--- config.mk ---
export PLATFORM = sky130hd
export DESIGN_NAME = ffr_front
export DESIGN_NICKNAME = d
export VERILOG_FILES = /design/src/design/ffr_pkg.sv /design/src/design/ffr_front.sv
export SDC_FILE = /design/constraint.sdc
export NUM_CORES = 1
export LEC_CHECK = 0
export CORE_MARGIN = 1.5
export CORE_UTILIZATION = 30
export CTS_CLUSTER_DIAMETER = 200
export CTS_CLUSTER_SIZE = 8
export DETAILED_ROUTE_END_ITERATION = 10
export DONT_BUFFER_PORTS = 1
export MAX_ROUTING_LAYER = met4
export PLACE_DENSITY = 0.46
export SYNTH_ARGS = -nofsm -noshare
export SYNTH_HDL_FRONTEND = slang
export SYNTH_SLANG_ARGS = --single-unit
--- constraint.sdc ---
create_clock -name clk_i -period 2.4 [get_ports clk_i]
set_clock_uncertainty 0.05 [all_clocks]
set_input_delay 0.12 -clock clk_i [delete_from_list [all_inputs] [get_ports clk_i]]
set_output_delay 0.12 -clock clk_i [all_outputs]
set_load 0.01 [all_outputs]
--- src/design/ffr_pkg.sv ---
`timescale 1ns / 1ps

package ffr_pkg;

  localparam int unsigned MAX_BANDS_DEF     = 256;
  localparam int unsigned MAX_COLUMNS_DEF   = 1024;
  localparam int unsigned MAX_REF_LINES_DEF = 1023;

  localparam int unsigned SAMPLE_W  = 16;
  localparam int unsigned BAND_W    = 8;
  localparam int unsigned COLUMN_W  = 10;
  localparam int unsigned LINES_W   = 10;
  localparam int unsigned SUM_W     = 26;
  localparam int unsigned AVG_W     = 24;
  localparam int unsigned REFL_W    = 24;
  localparam int unsigned CFG_IDX_W = 8;
  localparam int unsigned FIFO_DEPTH = 4;

  localparam logic [CFG_IDX_W-1:0] CFG_WHITE_LINES = 8'd0;
  localparam logic [CFG_IDX_W-1:0] CFG_DARK_LINES  = 8'd1;

  typedef enum logic [1:0] {
    ACT_WHITE = 2'd0,
    ACT_DARK  = 2'd1,
    ACT_IMAGE = 2'd2,
    ACT_NONE  = 2'd3
  } action_e;

  typedef struct packed {
    action_e               kind;
    logic                  ok;
    logic [SAMPLE_W-1:0]   sample;
  } item_t;

  typedef struct packed {
    logic [LINES_W-1:0] white;
    logic [LINES_W-1:0] dark;
  } lines_t;

endpackage

--- src/design/ffr_front.sv ---
`timescale 1ns / 1ps

module ffr_front #(
  parameter int unsigned MAX_BANDS     = ffr_pkg::MAX_BANDS_DEF,
  parameter int unsigned MAX_COLUMNS   = ffr_pkg::MAX_COLUMNS_DEF,
  parameter int unsigned MAX_REF_LINES = ffr_pkg::MAX_REF_LINES_DEF,
  localparam int unsigned DEPTH = MAX_BANDS * MAX_COLUMNS,
  localparam int unsigned AW = (DEPTH > 1) ? $clog2(DEPTH) : 1
) (
  input  logic                             clk_i,
  input  logic                             rst_ni,
  input  logic                             in_valid_i,
  output logic                             in_ready_o,
  input  logic [1:0]                       action_i,
  input  logic [ffr_pkg::BAND_W-1:0]       band_i,
  input  logic [ffr_pkg::COLUMN_W-1:0]     column_i,
  input  logic [ffr_pkg::SAMPLE_W-1:0]     sample_i,
  input  logic                             cfg_valid_i,
  output logic                             cfg_ready_o,
  input  logic [ffr_pkg::CFG_IDX_W-1:0]    cfg_index_i,
  input  logic [ffr_pkg::LINES_W-1:0]      cfg_data_i,
  input  logic                             busy_i,
  input  logic                             fifo_full_i,
  output logic                             push_o,
  output logic [AW+$bits(ffr_pkg::item_t)-1:0] push_data_o,
  output ffr_pkg::lines_t                  lines_o
);

  logic [ffr_pkg::LINES_W-1:0] white_lines_q, dark_lines_q;
  ffr_pkg::action_e            kind;
  ffr_pkg::item_t              item;
  logic [AW-1:0]               idx;
  logic                        in_range;

  assign cfg_ready_o = 1'b1;
  assign in_ready_o  = !busy_i && !fifo_full_i;

  always_ff @(posedge clk_i or negedge rst_ni) begin
    if (!rst_ni) begin
      white_lines_q <= ffr_pkg::LINES_W'(1);
      dark_lines_q  <= ffr_pkg::LINES_W'(1);
    end else if (cfg_valid_i) begin
      if (cfg_index_i == ffr_pkg::CFG_WHITE_LINES) begin
        white_lines_q <= cfg_data_i;
      end else if (cfg_index_i == ffr_pkg::CFG_DARK_LINES) begin
        dark_lines_q <= cfg_data_i;
      end
    end
  end

  assign lines_o.white = (32'(white_lines_q) > 32'(MAX_REF_LINES))
                         ? ffr_pkg::LINES_W'(MAX_REF_LINES) : white_lines_q;
  assign lines_o.dark  = (32'(dark_lines_q) > 32'(MAX_REF_LINES))
                         ? ffr_pkg::LINES_W'(MAX_REF_LINES) : dark_lines_q;

  assign kind     = ffr_pkg::action_e'(action_i);
  assign in_range = (32'(band_i) < 32'(MAX_BANDS)) && (32'(column_i) < 32'(MAX_COLUMNS));
  assign idx      = in_range ? AW'(32'(band_i) * 32'(MAX_COLUMNS) + 32'(column_i)) : '0;

  assign item.kind   = kind;
  assign item.ok     = in_range;
  assign item.sample = sample_i;

  assign push_o      = in_valid_i && in_ready_o && (kind != ffr_pkg::ACT_NONE);
  assign push_data_o = {idx, item};

endmodule

==> results.tsv <==
metric	value	unit
synth_top_family_by_area	buffers and inverters	
num_vias	516	
drt_iter0_markers	14	
crit_end	white_lines_q[2]	
setup_viol	0	
arrival	1.16	ns
period_share	44.33	%
period_needed	1.064	ns
route.detailed.drc	0	
timing.final.hold_violations	0	
antenna_found_initial	0	
ant_nets	0	
setup_tns	0	ns
grt_pass1_wl	2829	µm
synth_top_area_share	40.68	%
rsz0062_at_grt	false	
yosysUniqueCellTypes	14	
yosysSeqAreaShare	45.42	%
syn-instance-count	87	
routed_via_density	4.691	
cts_setup_buffers	0	
synth_seq_cells	20	
cp.depth	3	
cts_buffer_depth	2	
stdcell_count	110	
die_y	63.76	µm
hpwl	1404	µm
dp.cells	95	
synth_fa_ha_area_share	0	%
end_kind	flip-flop	
critPathLaunchType	input pin	
muxShareOfSynthArea	20.34	%
clkLatencyLatePin	0.25	ns
grt_pass1_vias	530	
synth_area_per_cell	12.73	µm²
power_leakage	0.0004901	µW
nFillCells	349	
drv_cap	0	
die_area	4065	µm²
drt-total-wl	1903	µm
syn2layout_area_growth	-6.328	%
place.gp.congestion	0.5619	
path_class	in2reg	
drive_gt1_share	45.31	%
slew_violations	0	
n_antenna_cell	0	
grt_max_degree	21	
htreeDepth	1	
rows	21	
cp_max_fo	10	
cts_root_buffer	clkbuf_8	
r2r_start	white_lines_q[8]	
ff2ff_setup_slack	1.52	ns
cpLargestDelayFamily	simple AND/OR/NAND/NOR gates	
cts-buffers-inserted	3	
vdd_drop_max	0.0001682	V
startpoint	cfg_index_i[1]	
critPathSlowestCell	and3b_2	
post_synth_xor_area_fraction	0	%
die_w	63.76	µm
status	finished clean	
crit_path_max_incr_delay	0.39	ns
yosysWarnings	0	
worstRegToRegCells	1	
worst-endpoint-required	2.49	ns
coreArea	3442	µm²
clkSlewWorstSetupHoldPaths	0.07	ns
synth_area_leader_cell	dfrtp_1	
critPathBufInv	0	
ioPinCount	120	
wl_per_cell	17.30	µm
worstPathCellList	nor4_4 -> and3b_2 -> mux2_2	
syn_area	1107	µm²
r2r_end	white_lines_q[8]	
synth_compound_area_share	0	%
cts.sinks	20	
holdPathStages	0	
power.density	646.1	nW/µm²
cts_tree	yes	
grt.total_usage	9.375	%
worst_slew_pin_slew	0.9010	ns
hold_class	in2out	
synthSimpleGateAreaFrac	7.119	%
fin_nets	125	
grt_overflow	0	
ys_top_cells_by_area	dfrtp_1 (41%), buf_4 (26%), mux2_2 (19%)	
dr.pass1.iters	2	
fmax	939.8	MHz
relSlewSlack	39.74	%
start_util	32.17	%
io_buffers	0	
==> stage by stage <==
stage	hold slack [ns]	util, %	power (µW)	cell area [µm²]	worst slack (ns)
after global placement	-0.2252	25.34	401.5	872.1	1.065
after global routing	0.1900	30.13	705.3	1037	1.193
after CTS	0.1901	30.13	680.3	1037	1.298
after detailed placement	-0.2252	25.34	402.5	872.1	1.058
final	0.1900	30.13	670.2	1037	1.336
after floorplan	-0.2256	-	460.9	1111	1.166
==> layout by cell type (no fill, tap or decap) <==
cell type,n
and3_1,1
and3b_2,1
clkbuf_8,4
conb_1,2
dfrtp_1,18
dfstp_2,2
dlygate4sd3_1,11
mux2_1,1
mux2_2,19
nand2_1,1
nand3_2,1
nor2_1,1
nor4_4,1
nor4b_4,1
==> cell families after synthesis <==
| family | count (synthesis) |
|---|---|
| buffers and inverters | 39 |
| DFF | 20 |
| muxes | 20 |
| other | 1 |
| and+or+nand+nor | 7 |
==> flip-flops by register name, indices dropped and copies added (netlist names) <==
signal         count
white_lines_q     10
dark_lines_q      10
==> power breakdown <==
part | switching (µW) | internal, µW | total [µW]
registers | 18.9 | 354 | 373
clock network | 106 | 146 | 252
logic | 17.9 | 26.8 | 44.7
==> how the worst min path moves through the flow <==
| stage | start | endpoint | slack, ns |
|---|---|---|---|
| floorplan | rst_ni | dark_lines_q[1] | -0.23 |
| global placement | rst_ni | dark_lines_q[9] | -0.23 |
| detailed placement | rst_ni | dark_lines_q[9] | -0.23 |
| CTS | column_i[1] | push_data_o[20] | 0.19 |
| global route | sample_i[13] | push_data_o[13] | 0.19 |
| finish | sample_i[8] | push_data_o[8] | 0.19 |
==> cell type report <==
class | count | area, µm² | area share, %
repair buffers | 11 | 110.1 | 10.62
clock buffers | 4 | 55.05 | 5.308
flip-flops and latches | 20 | 503.0 | 48.49
multi-input cells | 29 | 311.5 | 30.04
well taps | 46 | 57.56 | 5.549
==> routing by layer <==
| layer | global-route usage (%) | vias to the layer above | share of wire (%) |
|---|---|---|---|
| li1 | - | 203 | - |
| met1 | 9.933 | 259 | 36 |
| met2 | 14.34 | 44 | 50 |
| met3 | 3.697 | 10 | 11 |
| met4 | 6.522 | 0 | 2.4 |
| met5 | - | - | 0 |
==> timing repair <==
item                                   CTS  global route
gates resized for setup                  0             0
hold buffers                            11             0
endpoints found under the hold margin   40             0
==> cell usage after synthesis <==
master    n
mux2_1    1
nand3_2   1
buf_6     1
nor4b_4   1
nor4_4    1
mux2_2   19
conb_1    1
buf_4    38
nor2_1    1
and3b_2   1
nand2_1   1
dfstp_2   2
and3_1    1
dfrtp_1  18
Note: power is estimated with default switching activity, not from simulation.
