### src/design/ffr_pkg.sv
`timescale 1ns / 1ps

package ffr_pkg;

  localparam int unsigned MAX_BANDS_DEF     = 256;
  localparam int unsigned MAX_COLUMNS_DEF   = 1024;
  localparam int unsigned MAX_REF_LINES_DEF = 1023;

  localparam int unsigned SAMPLE_W  = 16;
  localparam int unsigned BAND_W    = 8;
  localparam int unsigned COLUMN_W  = 10;
  localparam int unsigned LINES_W   = 10;
  localparam int unsigned SUM_W     = 26;
  localparam int unsigned AVG_W     = 24;
  localparam int unsigned REFL_W    = 24;
  localparam int unsigned CFG_IDX_W = 8;
  localparam int unsigned FIFO_DEPTH = 4;

  localparam logic [CFG_IDX_W-1:0] CFG_WHITE_LINES = 8'd0;
  localparam logic [CFG_IDX_W-1:0] CFG_DARK_LINES  = 8'd1;

  typedef enum logic [1:0] {
    ACT_WHITE = 2'd0,
    ACT_DARK  = 2'd1,
    ACT_IMAGE = 2'd2,
    ACT_NONE  = 2'd3
  } action_e;

  typedef struct packed {
    action_e               kind;
    logic                  ok;
    logic [SAMPLE_W-1:0]   sample;
  } item_t;

  typedef struct packed {
    logic [LINES_W-1:0] white;
    logic [LINES_W-1:0] dark;
  } lines_t;

endpackage

### src/design/ffr_fifo.sv
`timescale 1ns / 1ps

module ffr_fifo #(
  parameter int unsigned WIDTH = 8,
  parameter int unsigned DEPTH = ffr_pkg::FIFO_DEPTH,
  localparam int unsigned PW = (DEPTH > 1) ? $clog2(DEPTH) : 1
) (
  input  logic             clk_i,
  input  logic             rst_ni,
  input  logic             push_i,
  input  logic [WIDTH-1:0] wdata_i,
  output logic             full_o,
  input  logic             pop_i,
  output logic             valid_o,
  output logic [WIDTH-1:0] rdata_o
);

  logic [WIDTH-1:0] mem_q [DEPTH];
  logic [PW-1:0]    wp_q, rp_q;
  logic [PW:0]      cnt_q;
  logic             do_push, do_pop;

  assign full_o  = (cnt_q == (PW+1)'(DEPTH));
  assign valid_o = (cnt_q != '0);
  assign rdata_o = mem_q[rp_q];
  assign do_push = push_i && !full_o;
  assign do_pop  = pop_i && valid_o;

  always_ff @(posedge clk_i or negedge rst_ni) begin
    if (!rst_ni) begin
      wp_q  <= '0;
      rp_q  <= '0;
      cnt_q <= '0;
    end else begin
      if (do_push) begin
        wp_q <= (wp_q == PW'(DEPTH-1)) ? '0 : wp_q + 1'b1;
      end
      if (do_pop) begin
        rp_q <= (rp_q == PW'(DEPTH-1)) ? '0 : rp_q + 1'b1;
      end
      if (do_push && !do_pop) begin
        cnt_q <= cnt_q + 1'b1;
      end else if (!do_push && do_pop) begin
        cnt_q <= cnt_q - 1'b1;
      end
    end
  end

  always_ff @(posedge clk_i) begin
    if (do_push) begin
      mem_q[wp_q] <= wdata_i;
    end
  end

endmodule

### config.mk
export PLATFORM = sky130hd
export DESIGN_NAME = ffr_fifo
export DESIGN_NICKNAME = d
export VERILOG_FILES = /design/src/design/ffr_pkg.sv /design/src/design/ffr_fifo.sv
export SDC_FILE = /design/constraint.sdc
export NUM_CORES = 1
export LEC_CHECK = 0
export ABC_AREA = 1
export BUFFER_PORTS_ARGS = -buffer_cell sky130_fd_sc_hd__buf_4
export CORE_MARGIN = 1.5
export CORE_UTILIZATION = 25
export CTS_BUF_LIST = sky130_fd_sc_hd__clkbuf_4 sky130_fd_sc_hd__clkbuf_8 sky130_fd_sc_hd__clkbuf_16
export CTS_CLUSTER_DIAMETER = 150
export CTS_CLUSTER_SIZE = 40
export DETAILED_ROUTE_END_ITERATION = 8
export SLEW_MARGIN = 30
export SYNTH_ARGS = -nofsm -noshare
export SYNTH_HDL_FRONTEND = slang
export SYNTH_SLANG_ARGS = --single-unit
### constraint.sdc
create_clock -name clk_i -period 4.65 [get_ports clk_i]
set_clock_uncertainty 0.05 [all_clocks]
set_input_delay 0.6975 -clock clk_i [delete_from_list [all_inputs] [get_ports clk_i]]
set_output_delay 0.6975 -clock clk_i [all_outputs]
set_load 0.03 [all_outputs]
==> results.md, run 1 <==
* CTS tree: built
* P&R area growth vs syn at 18.12%
* Status: complete, no violations
* Seq/Total Area, Yosys at roughly two thirds
* Synth cell types at 17
* Global-route wire length before repair at between 4000 and 5000 µm
* Setup TNS at 0 ns
* Number of setup buffers added after CTS at 0
* Final Cell Area at 0.002072 mm²
* Post-cts gate resize count at 0
* CP required at ~3.9 ns
* Net switching power at around 0.54 mW
* Setup-failing EPs final at 0
* Clock power share at 16.9%
* DR vias at about 1,100
* RSZ-0062 raised after global routing: false
* VDD IR max at 0.0001270 V
* Clk_lat worst skew at just under 0.3 ns
* Initial Util at 25.82%
* Starting DRT DRC Count at 90
* Fmax at between 0.4 and 0.5 GHz
* Number of global-route vias before repair at just over 900
* Antenna diodes at 0
* Core Region at approximately 0.0068 mm²
* Yosys warns at 0
* Num CTS Buffers at 5
* GPL Wtd Cong at about 0.72
* Crit path max fanout at 35
* Max cap viols at 0
* CTS sink count at 39
* Post-synth EDFFs at 32
* I/O pin count at 22
* Commonest cells post-synth: nand2_1 (38), edfxtp_1 (32), inv_1 (26), o211ai_1 (16), dfrtp_1 (7)
* CP Launch Type: register
* Share of the synthesized area in the top cell type at 54.78%
* Final Critical Period at 2.249 ns
* Drt pass-1 iters at 4
* Fin nets at between 150 and 200
* Hold_ws at 0.1589 ns
* CP endpoint kind: output port
* Synthesized area per cell at 11.47 µm²
* Routed Antenna Nets at 0
* Via density per instance at 3.971
* Clock-pin slew on the worst setup and hold paths at 0.07 ns
* CP Cell Sequence: nand2_1, o211ai_1, nand2_1, buf_4
* Initial antenna violation count at 0
* P_int at a little under 0.8 mW
* Largest stage delay on the critical path at 0.73 ns
* DIE WIDTH at a little under 90 µm
* Gr ovfl total at 0
* Final Util at a little under a third
* Sequential power share at between 40% and 50%
* H-tree Lvls at 2
* CTS max path bufs at 2
* Worst path slowest cell: dfrtp_2
* Most numerous cell in the Yosys netlist: nand2_1
* Placed Area at a little under 0.002 mm²
* Syn nets at approximately 170
* Synth async-reset ratio at between 15 and 20%
* Total Wirelength at between 2000 and 3000 µm
* #FFs+latches synth at 39
* WL/cell at 10.56 µm
* GRT Total Usage at 8.673%
* Mapped Cells at ~150
* Synthesized cell area at ~0.0018 mm²
* Primary flip-flop cell chosen by synthesis mapping: edfxtp_1
* DRC Markers at 0
* Final HPWL DP at approximately 2000 µm
* R2r setup slk at between 2 and 3 ns
* WL met2 at about 1400 µm
* Power per Cell Area at ~630 mW/mm²
* Slew Limit Fails at 0
* Root buffer cell: clkbuf_8
* Worst-Margin Slew at just over 0.8 ns
* Die area at roughly 0.0075 mm²
* WL met3 at between 100 and 150 µm
* Largest net degree at the start of global routing at 36
* Pleak at around 0.87 nW
* WP data arrival at 1.50 ns
* Hold crit path type: in -> async
* Dominant cells by area after synthesis: edfxtp_1 (55%), dfrtp_1 (10%), nand2_1 (8.1%), o211ai_1 (6.8%), inv_1 (5.6%)
* CTS Hold Bufs at 0
* Part of the power in combinational logic at between 40 and 50%
* Cell taking the most area after synthesis: edfxtp_1
* Sw frac at 41.20%
* Top sig layer: met4
* Metal-1 WL at about 1300 µm
* CP dominant cell by count: nand2_1
* CP Class: reg -> out
* Slew HR at between 40% and 50%
* Final worst path period share at about half
* Fin. Hold Viols at 0
* # port buffers at 21
* Core Rows at 30
* Fraction of final layout cells sized beyond drive strength 1 at between 20% and 30%
* Die Height at 86.77 µm
## final timing paths
path | from | end | cells after the start
setup reg to reg | cnt_q[1] | cnt_q[1] | 9
setup / recovery | rp_q[0] | rdata_o[3] | 4
max in group asynchronous | rst_ni | rp_q[0] | 1
hold reg to reg | cnt_q[2] | cnt_q[2] | 2
min in group clk_i | cnt_q[2] | cnt_q[2] | 2
hold / removal | rst_ni | wp_q[1] | 1
## cells by family (layout without fill, tap and decap cells)
group	Yosys count	after routing	share of synthesized area, %
buffers and inverters	36	60	9.486
AOI/OAI and AO/OA	17	17	7.133
DFF	39	39	64.76
and+or+nand+nor	53	53	12.70
adders and majority gates	7	7	5.421
xor gates and xnor gates	1	1	0.4994
## flip-flops by register name, indices dropped and copies added, names as in the netlist
| signal | flops |
|---|---|
| mem_q | 32 |
| cnt_q | 3 |
| rp_q | 2 |
| wp_q | 2 |
## metal layers
layer | vias up | GRT usage (%)
met5 | - | 0
met4 | 0 | 4.399
met3 | 7 | 2.857
met2 | 21 | 13.07
met1 | 506 | 11.14
li1 | 550 | -
## critical path: cells and delay by family, from the launching register on
kind                   cells  cell delay [ns]
AO/OA/AOI/OAI              1             0.10
buffers and inverters      1             0.17
flip-flops                 1             0.73
AND/OR/NAND/NOR            2             0.21
## stage by stage
step / total power, mW / std cells / setup slack (ns)
6_report: 1.310 / 273 / 2.401
4_1_cts: 1.328 / 273 / 2.057
2_1_floorplan: 0.9590 / 153 / 2.819
3_5_place_dp: 1.108 / 265 / 2.368
5_1_grt: 1.412 / 273 / 2.249
3_3_place_gp: 1.095 / 265 / 2.430
## power by group through the flow
stage               sequential (mW)  combinational, mW  clock, mW
floorplan                     0.510              0.449          0
global placement              0.567              0.528          0
detailed placement            0.571              0.537          0
CTS                           0.563              0.538      0.226
global route                  0.582              0.590      0.241
finish                        0.562              0.527      0.221
## layout by cell type, fill, tap and decap left out
cell,n
buf_4,21
nand3_2,2
ha_1,6
clkinv_2,1
dfrtp_1,6
inv_1,26
edfxtp_1,32
nand2_2,1
dfrtp_2,1
fa_1,1
nand4_1,1
inv_2,5
o211ai_1,16
o21ai_0,1
nand2_1,38
clkinvlp_4,2
clkbuf_8,5
nor2_1,6
xnor2_1,1
nand3_1,5
## layout make-up
class                           instances  area [µm²]
Fill cell                             697        4722
Sequential cell                        39        1137
Multi-Input combinational cell         78       451.7
Timing Repair Buffer                   21       157.7
Tap cell                               96       120.1
Inverter                               31       116.4
Clock buffer                            5       68.82
Clock inverter                          3       20.02
Power figures use the tool's default switching activity.
==> run 2, diff against run 1 <==
==> constraint.sdc (replaced) <==
create_clock -name clk_i -period 1.8 [get_ports clk_i]
set_clock_uncertainty 0.05 [all_clocks]
set_input_delay 0.27 -clock clk_i [delete_from_list [all_inputs] [get_ports clk_i]]
set_output_delay 0.27 -clock clk_i [all_outputs]
set_load 0.03 [all_outputs]
==> run 2 against run 1 <==
Net effect: critical path type is now reg -> reg; largest cell class unchanged; combinational power grew to 3.2 times the previous value; via count grew 1.0%; utilization is 2.0 points higher; setup slack got worse by 2.3 ns; highest routed layer unchanged; power grew to 2.8 times the previous value; global-route usage is 0.55 points lower; critical endpoint is now cnt_q[1]; sequential power rose by 140%; final area is 6.4% higher; clock power grew to 3.1 times the previous value.
==> results.md, run 2 (synthesis results as in run 1) <==
* Placed Area at ~0.0021 mm²
* I/O pin count at 22
* CP dominant cell by count: inv_2
* P&R area growth vs syn at 25.68%
* Num CTS Buffers at 5
* Fmax at about 0.59 GHz
* Largest stage delay on the critical path at between 0.4 and 0.5 ns
* WL met2 at about 1600 µm
* Max cap viols at 0
* Number of flip-flops in the largest register at 32
* VDD IR max at 0.0003353 V
* Min-delay src: wdata_i[2]
* Worst path slowest cell: fa_2
* Global-route wire length before repair at roughly 4500 µm
* R2r endpoint: cnt_q[1]
* Clock-pin slew on the worst setup and hold paths at approximately 0.07 ns
* Slew Limit Fails at 0
* GPL Wtd Cong at 0.7251
* DIE WIDTH at 86.77 µm
* Clk_lat worst skew at 0.28 ns
* Most flop-heavy register: mem_q
* CP Launch Type: register
* Hold EP: mem_q[3][2]
* Core Region at about 0.0068 mm²
* Most frequent cells in the layout: nand2_1 (37), edfxtp_1 (32), buf_4 (30)
* Initial antenna violation count at 0
* H-tree Lvls at 2
* R2r setup slk at 0.1 ns
* # port buffers at 21
* Final Cell Area at between 0.002 and 0.0025 mm²
* Hold_ws at 0.1384 ns
* Fillers at between 600 and 700
* Pleak at 0.9501 nW
* CP Cell Sequence: inv_2, nand3_2, nand2_2, inv_2, ha_1, inv_2, fa_2, nand2_1, o21ai_0
* Fin. Hold Viols at 0
* Setup-failing EPs final at 0
* Sequential power share at 36.0%
* Fraction of final layout cells sized beyond drive strength 1 at a little over a quarter
* Crit path max fanout at 3
* Root buffer cell: clkbuf_8
* Fin nets at about 210
* Crit-path leading delay family: adder cells
* CP Class: reg -> reg
* CP endpoint kind: register
* Buf+Inv Stages, Crit Path at 3
* CTS tree: built
* Antenna diodes at 0
* Via density per instance at 3.856
* WP data arrival at 1.82 ns
* Final HPWL DP at around 2100 µm
* Status: complete, no violations
* Top sig layer: met4
* Die Height at 86.77 µm
* Number of global-route vias before repair at 995
* Final Util at approximately a third
* P_int at approximately 2.3 mW
* CTS max path bufs at 2
* DR vias at around 1,100
* Most common cell after layout, fill and taps aside: nand2_1
* Worst R2R Path Depth at 9
* Drt pass-1 iters at 4
* WL met3 at 101 µm
* Largest regs: mem_q (32), cnt_q (3)
* Total Wirelength at approximately 2900 µm
* Die area at about 0.0075 mm²
* Metal-1 WL at ~1200 µm
* Setup TNS at 0 ns
* Core Rows at 30
* WL/cell at about 10 µm
* Hold crit path type: in -> reg
* GRT Total Usage at 8.127%
* Hold Path Depth at 1
* Worst-Margin Slew at around 0.22 ns
* Sw frac at roughly two fifths
* Final worst path period share at a little over nine tenths
* Starting DRT DRC Count at 29
* Final Critical Period at between 1.5 and 2 ns
* DRC Markers at 0
* Clock power share at between 10% and 20%
* RSZ-0062 raised after global routing: false
* Final worst slack at ~0.096 ns
* CP required at approximately 1.9 ns
* Pre-CTS WS at around 0.054 ns
* Initial Util at ~26%
* Slew HR at a little under nine tenths
* Net switching power at about 1.4 mW
* Routed Antenna Nets at 0
* CTS sink count at 39
* Power per Cell Area at about 1700 mW/mm²
* R2r startpoint: cnt_q[1]
* Largest net degree at the start of global routing at 33
* Part of the power in combinational logic at a little under half
* Gr ovfl total at 0
[run 2: cell type report]
| cell class | instances | area (µm²) | share of cell area (%) |
|---|---|---|---|
| sequential | 39 | 1136 | 51.53 |
| multi-input combinational | 78 | 464.2 | 21.06 |
| timing repair buffer | 32 | 255.2 | 11.58 |
| clock buffer | 5 | 68.82 | 3.121 |
| tap | 96 | 120.1 | 5.448 |
| clock inverter | 3 | 43.79 | 1.986 |
| inverter | 31 | 116.4 | 5.278 |
[run 2: worst max-delay path by stage]
| stage | start | end | slack [ns] | cells after the start |
|---|---|---|---|---|
| CTS | cnt_q[1] | cnt_q[2] | 0.04 | 10 |
| global placement | cnt_q[1] | cnt_q[2] | 0.09 | 10 |
| global route | cnt_q[1] | cnt_q[1] | 0.01 | 9 |
| floorplan | cnt_q[0] | cnt_q[2] | 0.05 | 10 |
| detailed placement | cnt_q[1] | cnt_q[2] | 0.05 | 10 |
| finish | cnt_q[1] | cnt_q[1] | 0.1 | 9 |
[run 2: metrics by stage]
step / total power [mW] / cells
floorplan: 2.495 / 153
global placement: 2.984 / 274
detailed placement: 3.019 / 274
CTS: 3.730 / 283
global route: 3.964 / 284
finish: 3.701 / 284
[run 2: power groups by stage]
stage	logic (mW)	clock network, mW	registers [mW]
floorplan	1.18	0	1.32
global placement	1.63	0	1.35
detailed placement	1.66	0	1.35
CTS	1.67	0.726	1.34
global route	1.86	0.757	1.35
finish	1.67	0.696	1.33
[run 2: worst reg2reg max path: cells and delay by family, from the launching register on]
| kind | cells | cell delay [ns] |
|---|---|---|
| buffers and inverters | 3 | 0.20 |
| AO/OA/AOI/OAI | 1 | 0.08 |
| adder cells (fa/ha/maj) | 2 | 0.63 |
| flip-flops | 1 | 0.40 |
| AND/OR/NAND/NOR | 3 | 0.24 |
[run 2: what timing repair did]
action / 4_1_cts / 5_1_grt
setup buffers: 0 / 1
endpoints found under the hold margin: 7 / 0
hold buffers: 1 / 0
gates resized for setup: 0 / 3
setup endpoints to repair: 0 / 2
[run 2: per-layer routing]
| layer | up-vias | track usage (%) |
|---|---|---|
| li1 | 572 | - |
| met1 | 499 | 8.359 |
| met2 | 22 | 14.63 |
| met3 | 2 | 2.286 |
| met4 | 0 | 4.839 |
| met5 | - | 0 |
==> run 3, diff against run 2 <==
--- a/config.mk
+++ b/config.mk
@@ -13,6 +13,7 @@
 export CTS_CLUSTER_DIAMETER = 150
 export CTS_CLUSTER_SIZE = 40
 export DETAILED_ROUTE_END_ITERATION = 8
+export GPL_TIMING_DRIVEN = 0
 export SLEW_MARGIN = 30
 export SYNTH_ARGS = -nofsm -noshare
 export SYNTH_HDL_FRONTEND = slang
==> run 3 against run 2 <==
Net effect: non-clock buffer count is the same; setup slack worse by 0.019 ns; sequential cell count unchanged; clock power decreased by 19%; largest cell class unchanged.
==> results.md, run 3 (synthesis results as in run 1) <==
* Status: complete, no violations
* I/O pin count at 22
* Die Height at 86.77 µm
* DIE WIDTH at slightly below 90 µm
* CP Cell Sequence: inv_1, ha_1, inv_1, nor2_1
* GRT Total Usage at 9.297%
* Fin. Hold Viols at 0
* Final Critical Period at approximately 1.7 ns
* CTS sink count at 39
* Crit path max fanout at 8
* Initial antenna violation count at 0
* Fin nets at approximately 210
* Most flop-heavy register: mem_q
* Hold EP: mem_q[2][4]
* Most common cell after layout, fill and taps aside: nand2_1
* Part of the power in combinational logic at 50.4%
* Net switching power at roughly 1.5 mW
* Setup-failing EPs final at 0
* Slew Limit Fails at 0
* Fmax at a little under 0.6 GHz
* Number of global-route vias before repair at 1,111
* Largest regs: mem_q (32), cnt_q (3)
* Largest net degree at the start of global routing at 13
* Num CTS Buffers at 5
* Worst R2R Path Depth at 4
* Worst-Margin Slew at approximately 0.76 ns
* Gr ovfl total at 0
* Core Region at 0.006794 mm²
* Final worst slack at between 0.07 and 0.08 ns
* RSZ-0062 raised after global routing: false
* Antenna diodes at 0
* Clk_lat worst skew at roughly 0.28 ns
* CP required at 1.66 ns
* Total Wirelength at 3179 µm
* P_int at 2.273 mW
* Largest stage delay on the critical path at roughly 0.58 ns
* WL/cell at roughly 11 µm
* Pre-CTS WS at -0.07302 ns
* H-tree Lvls at 2
* GPL Wtd Cong at ~0.7
* Initial Util at 25.82%
* CTS max path bufs at 2
* Fraction of final layout cells sized beyond drive strength 1 at ~28%
* Root buffer cell: clkbuf_8
* Clock power share at between 10% and 20%
* Sw frac at around two fifths
* CTS tree: built
* Post-Place Cells at between 200 and 300
* # port buffers at 21
* Number of flip-flops in the largest register at 32
* Core Rows at 30
* DRC Markers at 0
* Hold Path Depth at 1
* P&R area growth vs syn at 28.17%
* Final Non-Filler Cells at 284
* R2r startpoint: wp_q[0]
* Final HPWL DP at roughly 2200 µm
* Slew HR at about 49%
* Die area at between 0.007 and 0.008 mm²
* Max cap viols at 0
* CP endpoint kind: register
* DR vias at approximately 1,100
* Routed Antenna Nets at 0
* Pleak at 0.9500 nW
* Hold crit path type: in -> reg
* Via density per instance at ~4
* R2r setup slk at between 0.07 and 0.08 ns
* Starting DRT DRC Count at 53
* Clock-pin slew on the worst setup and hold paths at ~0.07 ns
* CP Class: reg -> reg
* Sequential power share at roughly a third
* WP data arrival at roughly 1.6 ns
* Final worst path period share at 95.71%
* Power per Cell Area at 1683 mW/mm²
* CP Launch Type: register
* Global-route wire length before repair at between 5000 and 6000 µm
* Drt pass-1 iters at 4
* Min-delay src: wdata_i[4]
* CP dominant cell by count: inv_1
* VDD IR max at about 0.0004 V
* R2r endpoint: mem_q[0][3]
* Most frequent cells in the layout: nand2_1 (37), edfxtp_1 (32), inv_1 (25)
* Worst path slowest cell: nor2_1
==> run 3: cell types whose count changed in the layout (fill, tap and decap cells not counted), sizes merged <==
cell	delta
clkinv	-1
buf	-2
clkbuf	+3
clkinvlp	+1
bufinv	-1
==> run 3: stage by stage <==
step / power, mW / TNS [ns] / util (%) / hold WS (ns) / cell area [µm²]
after floorplan: 2.495 / 0 / - / -0.07559 / 1762
after global placement: 2.989 / -0.09612 / 30.02 / 0.03967 / 2039
after detailed placement: 3.028 / -0.2375 / 30.02 / 0.04134 / 2039
after CTS: 3.656 / 0 / 31.99 / 0.1280 / 2173
after global routing: 4.038 / 0 / 33.09 / 0.1273 / 2248
final: 3.784 / 0 / 33.09 / 0.1359 / 2248
==> run 3: worst max path at each step <==
stage	end	cells past startpoint	startpoint
finish	mem_q[0][3]	4	wp_q[0]
global route	rdata_o[6]	5	rp_q[0]
CTS	cnt_q[2]	10	cnt_q[2]
detailed placement	cnt_q[1]	9	cnt_q[0]
global placement	cnt_q[1]	9	cnt_q[0]
floorplan	cnt_q[2]	10	cnt_q[0]
==> run 3: power by group through the flow <==
| stage | Combinational (mW) | Clock [mW] | Sequential, mW |
|---|---|---|---|
| 6_report | 1.91 | 0.562 | 1.32 |
| 5_1_grt | 2.08 | 0.616 | 1.34 |
| 4_1_cts | 1.76 | 0.578 | 1.32 |
| 3_5_place_dp | 1.68 | 0 | 1.34 |
| 3_3_place_gp | 1.65 | 0 | 1.34 |
| 2_1_floorplan | 1.18 | 0 | 1.32 |
==> run 3: repair_timing <==
action / 4_1_cts / 5_1_grt
gates cloned: 0 / 1
hold buffers: 1 / 0
resized for setup: 2 / 14
endpoints found under the setup margin: 13 / 26
pin swaps: 1 / 8
hold endpoints to repair: 7 / 0
setup buffers: 3 / 1
==> run 3: area by class of cell <==
type                    instances  area (µm²)
clock buffers                   6       76.32
multi-input cells              78       494.2
well taps                      96       120.1
flip-flops and latches         39        1136
clock inverters                 2       12.51
plain buffers                   5       56.30
inverters                      31       118.9
fillers                       687        4546
repair buffers                 27       234.0
==> run 3: worst max-delay path, delay by kind of cell (launching register included) <==
family	cells	cell delay (ns)
AND/OR/NAND/NOR	1	0.58
flip-flops	1	0.43
adder cells (fa/ha/maj)	1	0.16
buffers and inverters	2	0.14
==> run 3: metal layers <==
layer | track usage (%) | vias up | part of all wire [%]
met4 | 5.279 | 0 | 2.6
met5 | 0 | - | 0
met1 | 8.948 | 522 | 39
met3 | 2.762 | 5 | 4.1
li1 | - | 576 | -
met2 | 17.47 | 16 | 54
